### src/mpq_pkg.sv
// package: types, constants and defaults for the priority ready queue
package mpq_pkg;

  localparam int unsigned NumSlotsDef  = 64;
  localparam int unsigned NumLevelsDef = 10;
  localparam int unsigned ResetPrio    = 5;
  localparam int unsigned SlotW        = 6;
  localparam int unsigned PrioW        = 4;
  localparam int unsigned FifoDepth    = 2;

  typedef enum logic [2:0] {
    CMD_ENQUEUE = 3'd0,
    CMD_PICK    = 3'd1,
    CMD_REMOVE  = 3'd2,
    CMD_SETPRIO = 3'd3,
    CMD_GETPRIO = 3'd4
  } cmd_e;

  typedef enum logic [1:0] {
    ST_OK      = 2'd0,
    ST_EMPTY   = 2'd1,
    ST_BADPRIO = 2'd2,
    ST_BADSLOT = 2'd3
  } status_e;

  typedef struct packed {
    logic [2:0]       cmd;
    logic [SlotW-1:0] slot;
    logic [PrioW-1:0] new_priority;
  } req_t;

  typedef struct packed {
    logic [SlotW-1:0] out_slot;
    logic [PrioW-1:0] out_priority;
    logic [1:0]       status;
  } rsp_t;

  typedef enum logic [3:0] {
    S_IDLE,
    S_RDHEAD,
    S_WALK,
    S_WALKCHK,
    S_PUSH,
    S_OUT
  } state_e;

endpackage

### src/multilevel_priority_ready_queue_top.sv
// top level of the multilevel priority ready queue
// Ready queue for NUM_SLOTS task slots over NUM_LEVELS priority levels (0 most urgent),
// each level a linked list held in a link ram. Commands pass through a two-entry request
// queue into a list engine that runs one command at a time. Remove and requeue walk the
// level list one link ram read per cycle.
module multilevel_priority_ready_queue_top #(
  parameter int unsigned NUM_SLOTS  = mpq_pkg::NumSlotsDef,
  parameter int unsigned NUM_LEVELS = mpq_pkg::NumLevelsDef
) (
  input  logic          clk_i,
  input  logic          rst_ni,
  input  logic          in_valid_i,
  output logic          in_ready_o,
  input  mpq_pkg::req_t in_data_i,
  output logic          out_valid_o,
  input  logic          out_ready_i,
  output mpq_pkg::rsp_t out_data_o
);

  logic          q_valid, q_ready;
  mpq_pkg::req_t q_data;

  mpq_fifo u_fifo (
    .clk_i   (clk_i),
    .rst_ni  (rst_ni),
    .valid_i (in_valid_i),
    .ready_o (in_ready_o),
    .data_i  (in_data_i),
    .valid_o (q_valid),
    .ready_i (q_ready),
    .data_o  (q_data)
  );

  mpq_engine #(.NumSlots(NUM_SLOTS), .NumLevels(NUM_LEVELS)) u_engine (
    .clk_i   (clk_i),
    .rst_ni  (rst_ni),
    .valid_i (q_valid),
    .ready_o (q_ready),
    .req_i   (q_data),
    .valid_o (out_valid_o),
    .ready_i (out_ready_i),
    .rsp_o   (out_data_o)
  );

endmodule

### src/mpq_ram.sv
// generic single write port ram with registered read
module mpq_ram #(
  parameter int unsigned Width = 8,
  parameter int unsigned Depth = 16
) (
  input  logic                     clk_i,
  input  logic                     we_i,
  input  logic [$clog2(Depth)-1:0] waddr_i,
  input  logic [Width-1:0]         wdata_i,
  input  logic [$clog2(Depth)-1:0] raddr_i,
  output logic [Width-1:0]         rdata_o
);

  logic [Width-1:0] mem_q [Depth];

  always_ff @(posedge clk_i) begin
    if (we_i) begin
      mem_q[waddr_i] <= wdata_i;
    end
    rdata_o <= mem_q[raddr_i];
  end

endmodule

### src/mpq_fifo.sv
// short request queue between command intake and the list engine
module mpq_fifo (
  input  logic          clk_i,
  input  logic          rst_ni,
  input  logic          valid_i,
  output logic          ready_o,
  input  mpq_pkg::req_t data_i,
  output logic          valid_o,
  input  logic          ready_i,
  output mpq_pkg::req_t data_o
);

  localparam int unsigned D = mpq_pkg::FifoDepth;

  mpq_pkg::req_t    buf_q [D];
  logic [$clog2(D)-1:0] wp_q, rp_q;
  logic [$clog2(D):0]   cnt_q;
  logic push, pop;

  assign ready_o = (cnt_q != ($clog2(D)+1)'(D));
  assign valid_o = (cnt_q != '0);
  assign data_o  = buf_q[rp_q];
  assign push    = valid_i && ready_o;
  assign pop     = valid_o && ready_i;

  always_ff @(posedge clk_i) begin
    if (push) begin
      buf_q[wp_q] <= data_i;
    end
  end

  always_ff @(posedge clk_i or negedge rst_ni) begin
    if (!rst_ni) begin
      wp_q  <= '0;
      rp_q  <= '0;
      cnt_q <= '0;
    end else begin
      if (push) wp_q <= wp_q + 1'b1;
      if (pop) rp_q <= rp_q + 1'b1;
      cnt_q <= cnt_q + ($clog2(D)+1)'(push) - ($clog2(D)+1)'(pop);
    end
  end

endmodule

### src/mpq_engine.sv
// list engine: carries out one command at a time on the level lists
module mpq_engine #(
  parameter int unsigned NumSlots  = mpq_pkg::NumSlotsDef,
  parameter int unsigned NumLevels = mpq_pkg::NumLevelsDef
) (
  input  logic          clk_i,
  input  logic          rst_ni,
  input  logic          valid_i,
  output logic          ready_o,
  input  mpq_pkg::req_t req_i,
  output logic          valid_o,
  input  logic          ready_i,
  output mpq_pkg::rsp_t rsp_o
);

  localparam int unsigned SW = mpq_pkg::SlotW;
  localparam int unsigned PW = mpq_pkg::PrioW;
  localparam int unsigned AW = (NumSlots > 1) ? $clog2(NumSlots) : 1;
  localparam int unsigned LW = $clog2(NumLevels);
  localparam int unsigned DefPrio = (mpq_pkg::ResetPrio < NumLevels) ?
                                    mpq_pkg::ResetPrio : NumLevels - 1;

  mpq_pkg::state_e state_q, state_d;
  mpq_pkg::req_t   req_q;
  mpq_pkg::rsp_t   rsp_q, rsp_d;

  logic [NumSlots-1:0]  queued_q, queued_d;
  logic [NumSlots-1:0]  pset_q, pset_d;
  logic [PW-1:0]        sprio_q, sprio_d;
  logic [SW-1:0]        head_q [NumLevels];
  logic [SW-1:0]        tail_q [NumLevels];
  logic [NumLevels-1:0] ne_q, ne_d;
  logic [SW-1:0]        prev_q, prev_d;
  logic [AW:0]          cnt_q, cnt_d;
  logic                 moving_q, moving_d;

  logic          we;
  logic [AW-1:0] waddr, raddr;
  logic [SW-1:0] wdata, rdata;

  mpq_ram #(.Width(SW), .Depth(NumSlots)) u_link (
    .clk_i   (clk_i),
    .we_i    (we),
    .waddr_i (waddr),
    .wdata_i (wdata),
    .raddr_i (raddr),
    .rdata_o (rdata)
  );

  logic          slot_ok;
  logic [AW-1:0] sidx;
  logic [PW-1:0] sprio;
  logic [LW-1:0] slvl;
  logic          pick_found;
  logic [LW-1:0] pick_lvl;
  logic [AW-1:0] hidx;

  logic          hd_we, tl_we, pr_we;
  logic [LW-1:0] hd_l, tl_l;
  logic [SW-1:0] hd_v, tl_v;
  logic [PW-1:0] pr_v;

  logic [AW-1:0] praddr;
  logic [PW-1:0] prdata;

  // stored priorities; slot read at intake, head read for pick
  mpq_ram #(.Width(PW), .Depth(NumSlots)) u_prio (
    .clk_i   (clk_i),
    .we_i    (pr_we),
    .waddr_i (sidx),
    .wdata_i (pr_v),
    .raddr_i (praddr),
    .rdata_o (prdata)
  );

  assign praddr  = (state_q == mpq_pkg::S_IDLE) ? AW'(req_i.slot) : hidx;

  assign slot_ok = ({{(32-SW){1'b0}}, req_q.slot} < NumSlots);
  assign sidx    = AW'(req_q.slot);
  assign sprio   = (state_q == mpq_pkg::S_RDHEAD) ?
                   (pset_q[sidx] ? prdata : PW'(DefPrio)) : sprio_q;
  assign slvl    = (32'(sprio) < NumLevels) ? LW'(sprio) : LW'(NumLevels - 1);

  always_comb begin
    pick_found = 1'b0;
    pick_lvl   = '0;
    for (int l = NumLevels - 1; l >= 0; l--) begin
      if (ne_q[l]) begin
        pick_found = 1'b1;
        pick_lvl   = LW'(l);
      end
    end
  end

  assign hidx = AW'(head_q[pick_lvl]);

  assign ready_o = (state_q == mpq_pkg::S_IDLE);
  assign valid_o = (state_q == mpq_pkg::S_OUT);
  assign rsp_o   = rsp_q;

  // next state and datapath updates
  always_comb begin
    state_d  = state_q;
    rsp_d    = rsp_q;
    queued_d = queued_q;
    pset_d   = pset_q;
    ne_d     = ne_q;
    prev_d   = prev_q;
    cnt_d    = cnt_q;
    moving_d = moving_q;
    sprio_d  = sprio;
    we = 1'b0; waddr = sidx; wdata = req_q.slot; raddr = sidx;
    hd_we = 1'b0; hd_l = slvl; hd_v = req_q.slot;
    tl_we = 1'b0; tl_l = slvl; tl_v = req_q.slot;
    pr_we = 1'b0; pr_v = req_q.new_priority;
    case (state_q)
      mpq_pkg::S_IDLE: begin
        if (valid_i) state_d = mpq_pkg::S_RDHEAD;
      end
      mpq_pkg::S_RDHEAD: begin
        rsp_d = '{out_slot: req_q.slot, out_priority: '0, status: mpq_pkg::ST_OK};
        moving_d = 1'b0;
        state_d  = mpq_pkg::S_OUT;
        raddr    = sidx;
        if (req_q.cmd == mpq_pkg::CMD_PICK) begin
          if (!pick_found) begin
            rsp_d.status = mpq_pkg::ST_EMPTY;
          end else begin
            raddr = hidx;
            state_d = mpq_pkg::S_WALK;
          end
        end else if (req_q.cmd inside {mpq_pkg::CMD_ENQUEUE, mpq_pkg::CMD_REMOVE,
                                       mpq_pkg::CMD_SETPRIO, mpq_pkg::CMD_GETPRIO}) begin
          if (!slot_ok) begin
            rsp_d.status = mpq_pkg::ST_BADSLOT;
          end else begin
            rsp_d.out_priority = sprio;
            case (req_q.cmd)
              mpq_pkg::CMD_ENQUEUE: begin
                if (queued_q[sidx]) rsp_d.status = mpq_pkg::ST_BADSLOT;
                else state_d = mpq_pkg::S_PUSH;
              end
              mpq_pkg::CMD_REMOVE: begin
                if (!queued_q[sidx]) rsp_d.status = mpq_pkg::ST_BADSLOT;
                else state_d = mpq_pkg::S_WALK;
              end
              mpq_pkg::CMD_SETPRIO: begin
                if (32'(req_q.new_priority) >= NumLevels) begin
                  rsp_d.status = mpq_pkg::ST_BADPRIO;
                end else begin
                  rsp_d.out_priority = req_q.new_priority;
                  if (queued_q[sidx]) begin
                    moving_d = 1'b1;
                    state_d  = mpq_pkg::S_WALK;
                  end else begin
                    pr_we = 1'b1;
                    pset_d[sidx] = 1'b1;
                  end
                end
              end
              default: ;
            endcase
          end
        end
      end
      mpq_pkg::S_WALK: begin
        // link of the head (pick) or of the slot itself (unlink) is in rdata
        if (req_q.cmd == mpq_pkg::CMD_PICK) begin
          queued_d[hidx] = 1'b0;
          rsp_d.out_slot = head_q[pick_lvl];
          rsp_d.out_priority = pset_q[hidx] ? prdata : PW'(DefPrio);
          if (tail_q[pick_lvl] == head_q[pick_lvl]) begin
            ne_d[pick_lvl] = 1'b0;
          end else begin
            hd_we = 1'b1; hd_l = pick_lvl; hd_v = rdata;
          end
          state_d = mpq_pkg::S_OUT;
        end else begin
          queued_d[sidx] = 1'b0;
          if (!ne_q[slvl]) begin
            state_d = moving_q ? mpq_pkg::S_PUSH : mpq_pkg::S_OUT;
          end else if (head_q[slvl] == req_q.slot) begin
            if (tail_q[slvl] == req_q.slot) ne_d[slvl] = 1'b0;
            else begin
              hd_we = 1'b1; hd_v = rdata;
            end
            state_d = moving_q ? mpq_pkg::S_PUSH : mpq_pkg::S_OUT;
          end else begin
            // remember the slot's own link, then walk from the head
            wdata    = rdata;
            prev_d   = head_q[slvl];
            cnt_d    = '0;
            raddr    = AW'(head_q[slvl]);
            rsp_d.out_slot = rdata;
            state_d  = mpq_pkg::S_WALKCHK;
          end
        end
      end
      mpq_pkg::S_WALKCHK: begin
        // rdata holds next_link[prev]; the slot's link is parked in rsp out_slot
        raddr = AW'(rdata);
        if (32'(prev_q) >= NumSlots || prev_q == tail_q[slvl] ||
            32'(cnt_q) >= NumSlots) begin
          rsp_d.out_slot = req_q.slot;
          state_d = moving_q ? mpq_pkg::S_PUSH : mpq_pkg::S_OUT;
        end else if (rdata == req_q.slot) begin
          we = 1'b1; waddr = AW'(prev_q); wdata = rsp_q.out_slot;
          if (tail_q[slvl] == req_q.slot) begin
            tl_we = 1'b1; tl_v = prev_q;
          end
          rsp_d.out_slot = req_q.slot;
          state_d = moving_q ? mpq_pkg::S_PUSH : mpq_pkg::S_OUT;
        end else begin
          prev_d = rdata;
          cnt_d  = cnt_q + 1'b1;
        end
      end
      mpq_pkg::S_PUSH: begin
        if (moving_q) begin
          pr_we = 1'b1;
          pset_d[sidx] = 1'b1;
          sprio_d  = req_q.new_priority;
          moving_d = 1'b0;
          state_d  = mpq_pkg::S_PUSH;
        end else begin
          queued_d[sidx] = 1'b1;
          if (ne_q[slvl]) begin
            we = 1'b1; waddr = AW'(tail_q[slvl]);
            tl_we = 1'b1;
          end else begin
            hd_we = 1'b1; tl_we = 1'b1;
            ne_d[slvl] = 1'b1;
          end
          state_d = mpq_pkg::S_OUT;
        end
      end
      mpq_pkg::S_OUT: begin
        if (ready_i) state_d = mpq_pkg::S_IDLE;
      end
      default: state_d = mpq_pkg::S_IDLE;
    endcase
  end

  always_ff @(posedge clk_i) begin
    if (hd_we) head_q[hd_l] <= hd_v;
    if (tl_we) tail_q[tl_l] <= tl_v;
    if (valid_i && ready_o) req_q <= req_i;
    rsp_q   <= rsp_d;
    prev_q  <= prev_d;
    cnt_q   <= cnt_d;
    sprio_q <= sprio_d;
  end

  always_ff @(posedge clk_i or negedge rst_ni) begin
    if (!rst_ni) begin
      state_q  <= mpq_pkg::S_IDLE;
      queued_q <= '0;
      pset_q   <= '0;
      ne_q     <= '0;
      moving_q <= 1'b0;
    end else begin
      state_q  <= state_d;
      queued_q <= queued_d;
      pset_q   <= pset_d;
      ne_q     <= ne_d;
      moving_q <= moving_d;
    end
  end

endmodule

### config.mk
export PLATFORM = sky130hd
export DESIGN_NAME = multilevel_priority_ready_queue_top
export DESIGN_NICKNAME = d
export VERILOG_FILES = /design/src/mpq_pkg.sv /design/src/multilevel_priority_ready_queue_top.sv /design/src/mpq_ram.sv /design/src/mpq_fifo.sv /design/src/mpq_engine.sv
export SDC_FILE = /design/constraint.sdc
export NUM_CORES = 2
export LEC_CHECK = 0
export ABC_AREA = 1
export BUFFER_PORTS_ARGS = -buffer_cell sky130_fd_sc_hd__buf_2
export CAP_MARGIN = 40
export CORE_UTILIZATION = 63
export CTS_CLUSTER_DIAMETER = 150
export DETAILED_ROUTE_END_ITERATION = 16
export PLACE_DENSITY = 0.84
export SLEW_MARGIN = 20
export SYNTH_ARGS = -nofsm -noshare
export SYNTH_HDL_FRONTEND = slang
export SYNTH_SLANG_ARGS = --single-unit
### constraint.sdc
create_clock -name clk_i -period 8 [get_ports clk_i]
set_clock_uncertainty 0.15 [all_clocks]
set_input_delay 1.6 -clock clk_i [delete_from_list [all_inputs] [get_ports clk_i]]
set_output_delay 1.6 -clock clk_i [all_outputs]
set_load 0.01 [all_outputs]
==> results.tsv <==
metric	value	unit
post-detailed-route count of antenna-violating nets	0	
number of setup buffers added after CTS	0	
Multi-input gate area	14900	sq um
max cap viols	0	
vias	37700	
via/cell ratio	6.60	
fmax	141	MHz
hold buffers post-CTS	0	
setup TNS	0	ns
final instance area	51100	sq um
Syn Area/Cell	9.93	sq um
Hold Crit Class	reg2reg	
nets	4691	
worst skew pair latency	0.69	ns
ANT cells	0	
Reg area	28700	sq um
Worst Tran Pin Value	0.973	ns
Fin. Hold Viols	0	
critical-path maximum fanout	19	
CP Launch Type	flip-flop	
GP Congestion	1.01	
Worst path most repeated cell	nand2_1	
slowest cell delay on critical path	0.78	ns
CP Data Arrival Time	7.25	ns
most instantiated cells after synthesis	edfxtp_1, nand2_1, nor2_1, nand3_1, inv_1	
Initial Util	0.637	
WP buf/inv	3	
area of placed instances	47800	sq um
HPWL after detailed placement	89000	um
I/O pin count	31	
first-pass GRT wire length	208000	um
Avg WL per Cell	24.2	um
layout cell share with drive strength beyond 1	0.0833	
delay-heaviest family, CP	simple AND/OR/NAND/NOR gates	
DR pass1 iterations	7	
slew margin rel.	0.349	
register area share after synthesis	0.617	
Crit-path slowest cell	edfxtp_1	
min Tclk post-route	7.09	ns
top cells by area, synth	edfxtp_1, dfrtp_1, nand2_1, nand3_1, nor2_1	
fillcell total	5005	
final wirelength	138000	um
FP Rows	99	
number of flops mapped to enable cells by yosys	824	
Synth area leader	edfxtp_1	
Mapped Cells	4679	
largest net degree at the start of global routing	193	
CTS Root Cell	clkbuf_16	
Die W	274	um
TritonCTS Sinks	984	
RSZ-0062 raised after global routing	false	
synth warn	0	
clock-pin slew on the worst setup and hold paths	0.07	ns
Post-route DRC	0	
post-synthesis async set-or-reset flop share	0.148	
Area Overhead vs Synth	10.0	%
IO Port Bufs	30	
initial antenna violation count	3	
cells along the critical path	inv_1, nor3_1, nand2_1, nand2_1, nor2_1, nand2_2, nand2_1, nand2_1, inv_2, nand3_1, nor2_1, nor2_1, nand3_1, nand2_1, nand3_2, nor2_1, a21oi_1, o21ai_0, o21ai_0, inv_1, nand2_1, nor2_2, nand4_1, nor2_1	
clk buf depth	3	
Final period util	0.886	
status	finished clean	
Req. time, crit path	8.16	ns
CTS tree	built	
Iter 0 DRT Violations	6946	
Crit. End Element	flip-flop	
total congestion overflow	0	
vias in the first global route	35600	
post-CTS resize count	0	
max-slew violation count	0	
Synth top area share	0.532	
htree depth	3	
Synth Flop Type	edfxtp_1	
setup violators final	0	
core box area	73000	sq um
mapped cell area	46500	sq um
Die Footprint	74900	sq um
Synth cell types	53	
Die Y-Extent	274	um
CTS Buf Count	96	
GRT Overall Usage	0.366	
syn nets	4699	
WS Path Type	reg2reg	
top-count cell post-synth	edfxtp_1	
FF+latch count, synth	984	
metal layers:
layer	global-route usage	wire, um	vias to the layer above
li1	-	-	16400
met1	0.495	49700	17700
met2	0.549	60800	3022
met3	0.0893	19400	577
met4	0.197	8130	4
met5	0	33	-
worst paths after layout:
path,start,endpoint,slack (ns),cells past startpoint
max in group asynchronous,rst_ni,u_engine.pset_q[12],5.80,4
max,u_engine.sidx[4],u_engine.u_link.mem_q[52][3],0.91,24
max reg2reg,u_engine.sidx[4],u_engine.u_link.mem_q[52][3],0.91,24
min,u_engine.pset_q[56],u_engine.pset_q[56],0.33,2
min reg2reg,u_engine.pset_q[56],u_engine.pset_q[56],0.33,2
min in group asynchronous,rst_ni,u_engine.ne_q[3],0.69,1
sequential cells by signal, indices dropped and copies added, names as in the netlist, 7 cells and up:
signal,cells
u_engine.u_prio.mem_q,256
u_fifo.buf_q,26
u_engine.queued_q,64
u_engine.ne_q,10
u_engine.tail_q,60
u_engine.u_link.mem_q,384
u_engine.pset_q,64
u_engine.rsp_o,12
u_engine.head_q,60
u_engine.cnt_q,7
stage by stage:
stage	cells	hold slack (ns)	worst slack, ns	util
3_3_place_gp	5495	0.303	1.32	0.652
5_1_grt	5711	0.362	0.440	0.701
6_report	5711	0.330	0.910	0.701
2_1_floorplan	4679	0.286	1.87	-
4_1_cts	5698	0.331	1.17	0.698
3_5_place_dp	5519	0.316	1.19	0.655
worst register-to-register path: cells and delay by family (launching register included):
kind / cells / cell delay [ns]
DFF: 1 / 0.78
buffers and inverters: 3 / 0.42
AOI/OAI and AO/OA: 3 / 0.38
and+or+nand+nor: 18 / 5.00
cells in the final DEF, fill, tap and decap left out, types with 63 or more instances in the layout:
master and instances:
edfxtp_1 824, nand2_1 716, clkbuf_16 98, o22ai_1 98, dfrtp_1 146, o221ai_1 93
o21ai_0 327, a31oi_1 68, o211ai_1 63, nand3b_1 136, nor2_1 592, inv_1 485
buf_4 90, nand3_1 526
kinds of logic after synthesis:
kind of cell,count (synthesis),synth area share
XOR/XNOR,20,0.00377
multiplexers,12,0.00291
adder cells (fa/ha/maj),3,0.000808
AO/OA/AOI/OAI,812,0.110
AND/OR/NAND/NOR,2088,0.200
buffers and inverters,760,0.0650
flip-flops,984,0.617
area by class of cell:
cell class,instances,share of cell area
Sequential cell,984,0.561
Multi-Input combinational cell,2935,0.292
Clock buffer,117,0.0503
Inverter,504,0.0370
Timing Repair Buffer,150,0.0251
Tap cell,959,0.0235
Clock inverter,62,0.0110
Power is not shown: default switching activity piles up to over one toggle a cycle in this logic, so the estimate is an artifact.
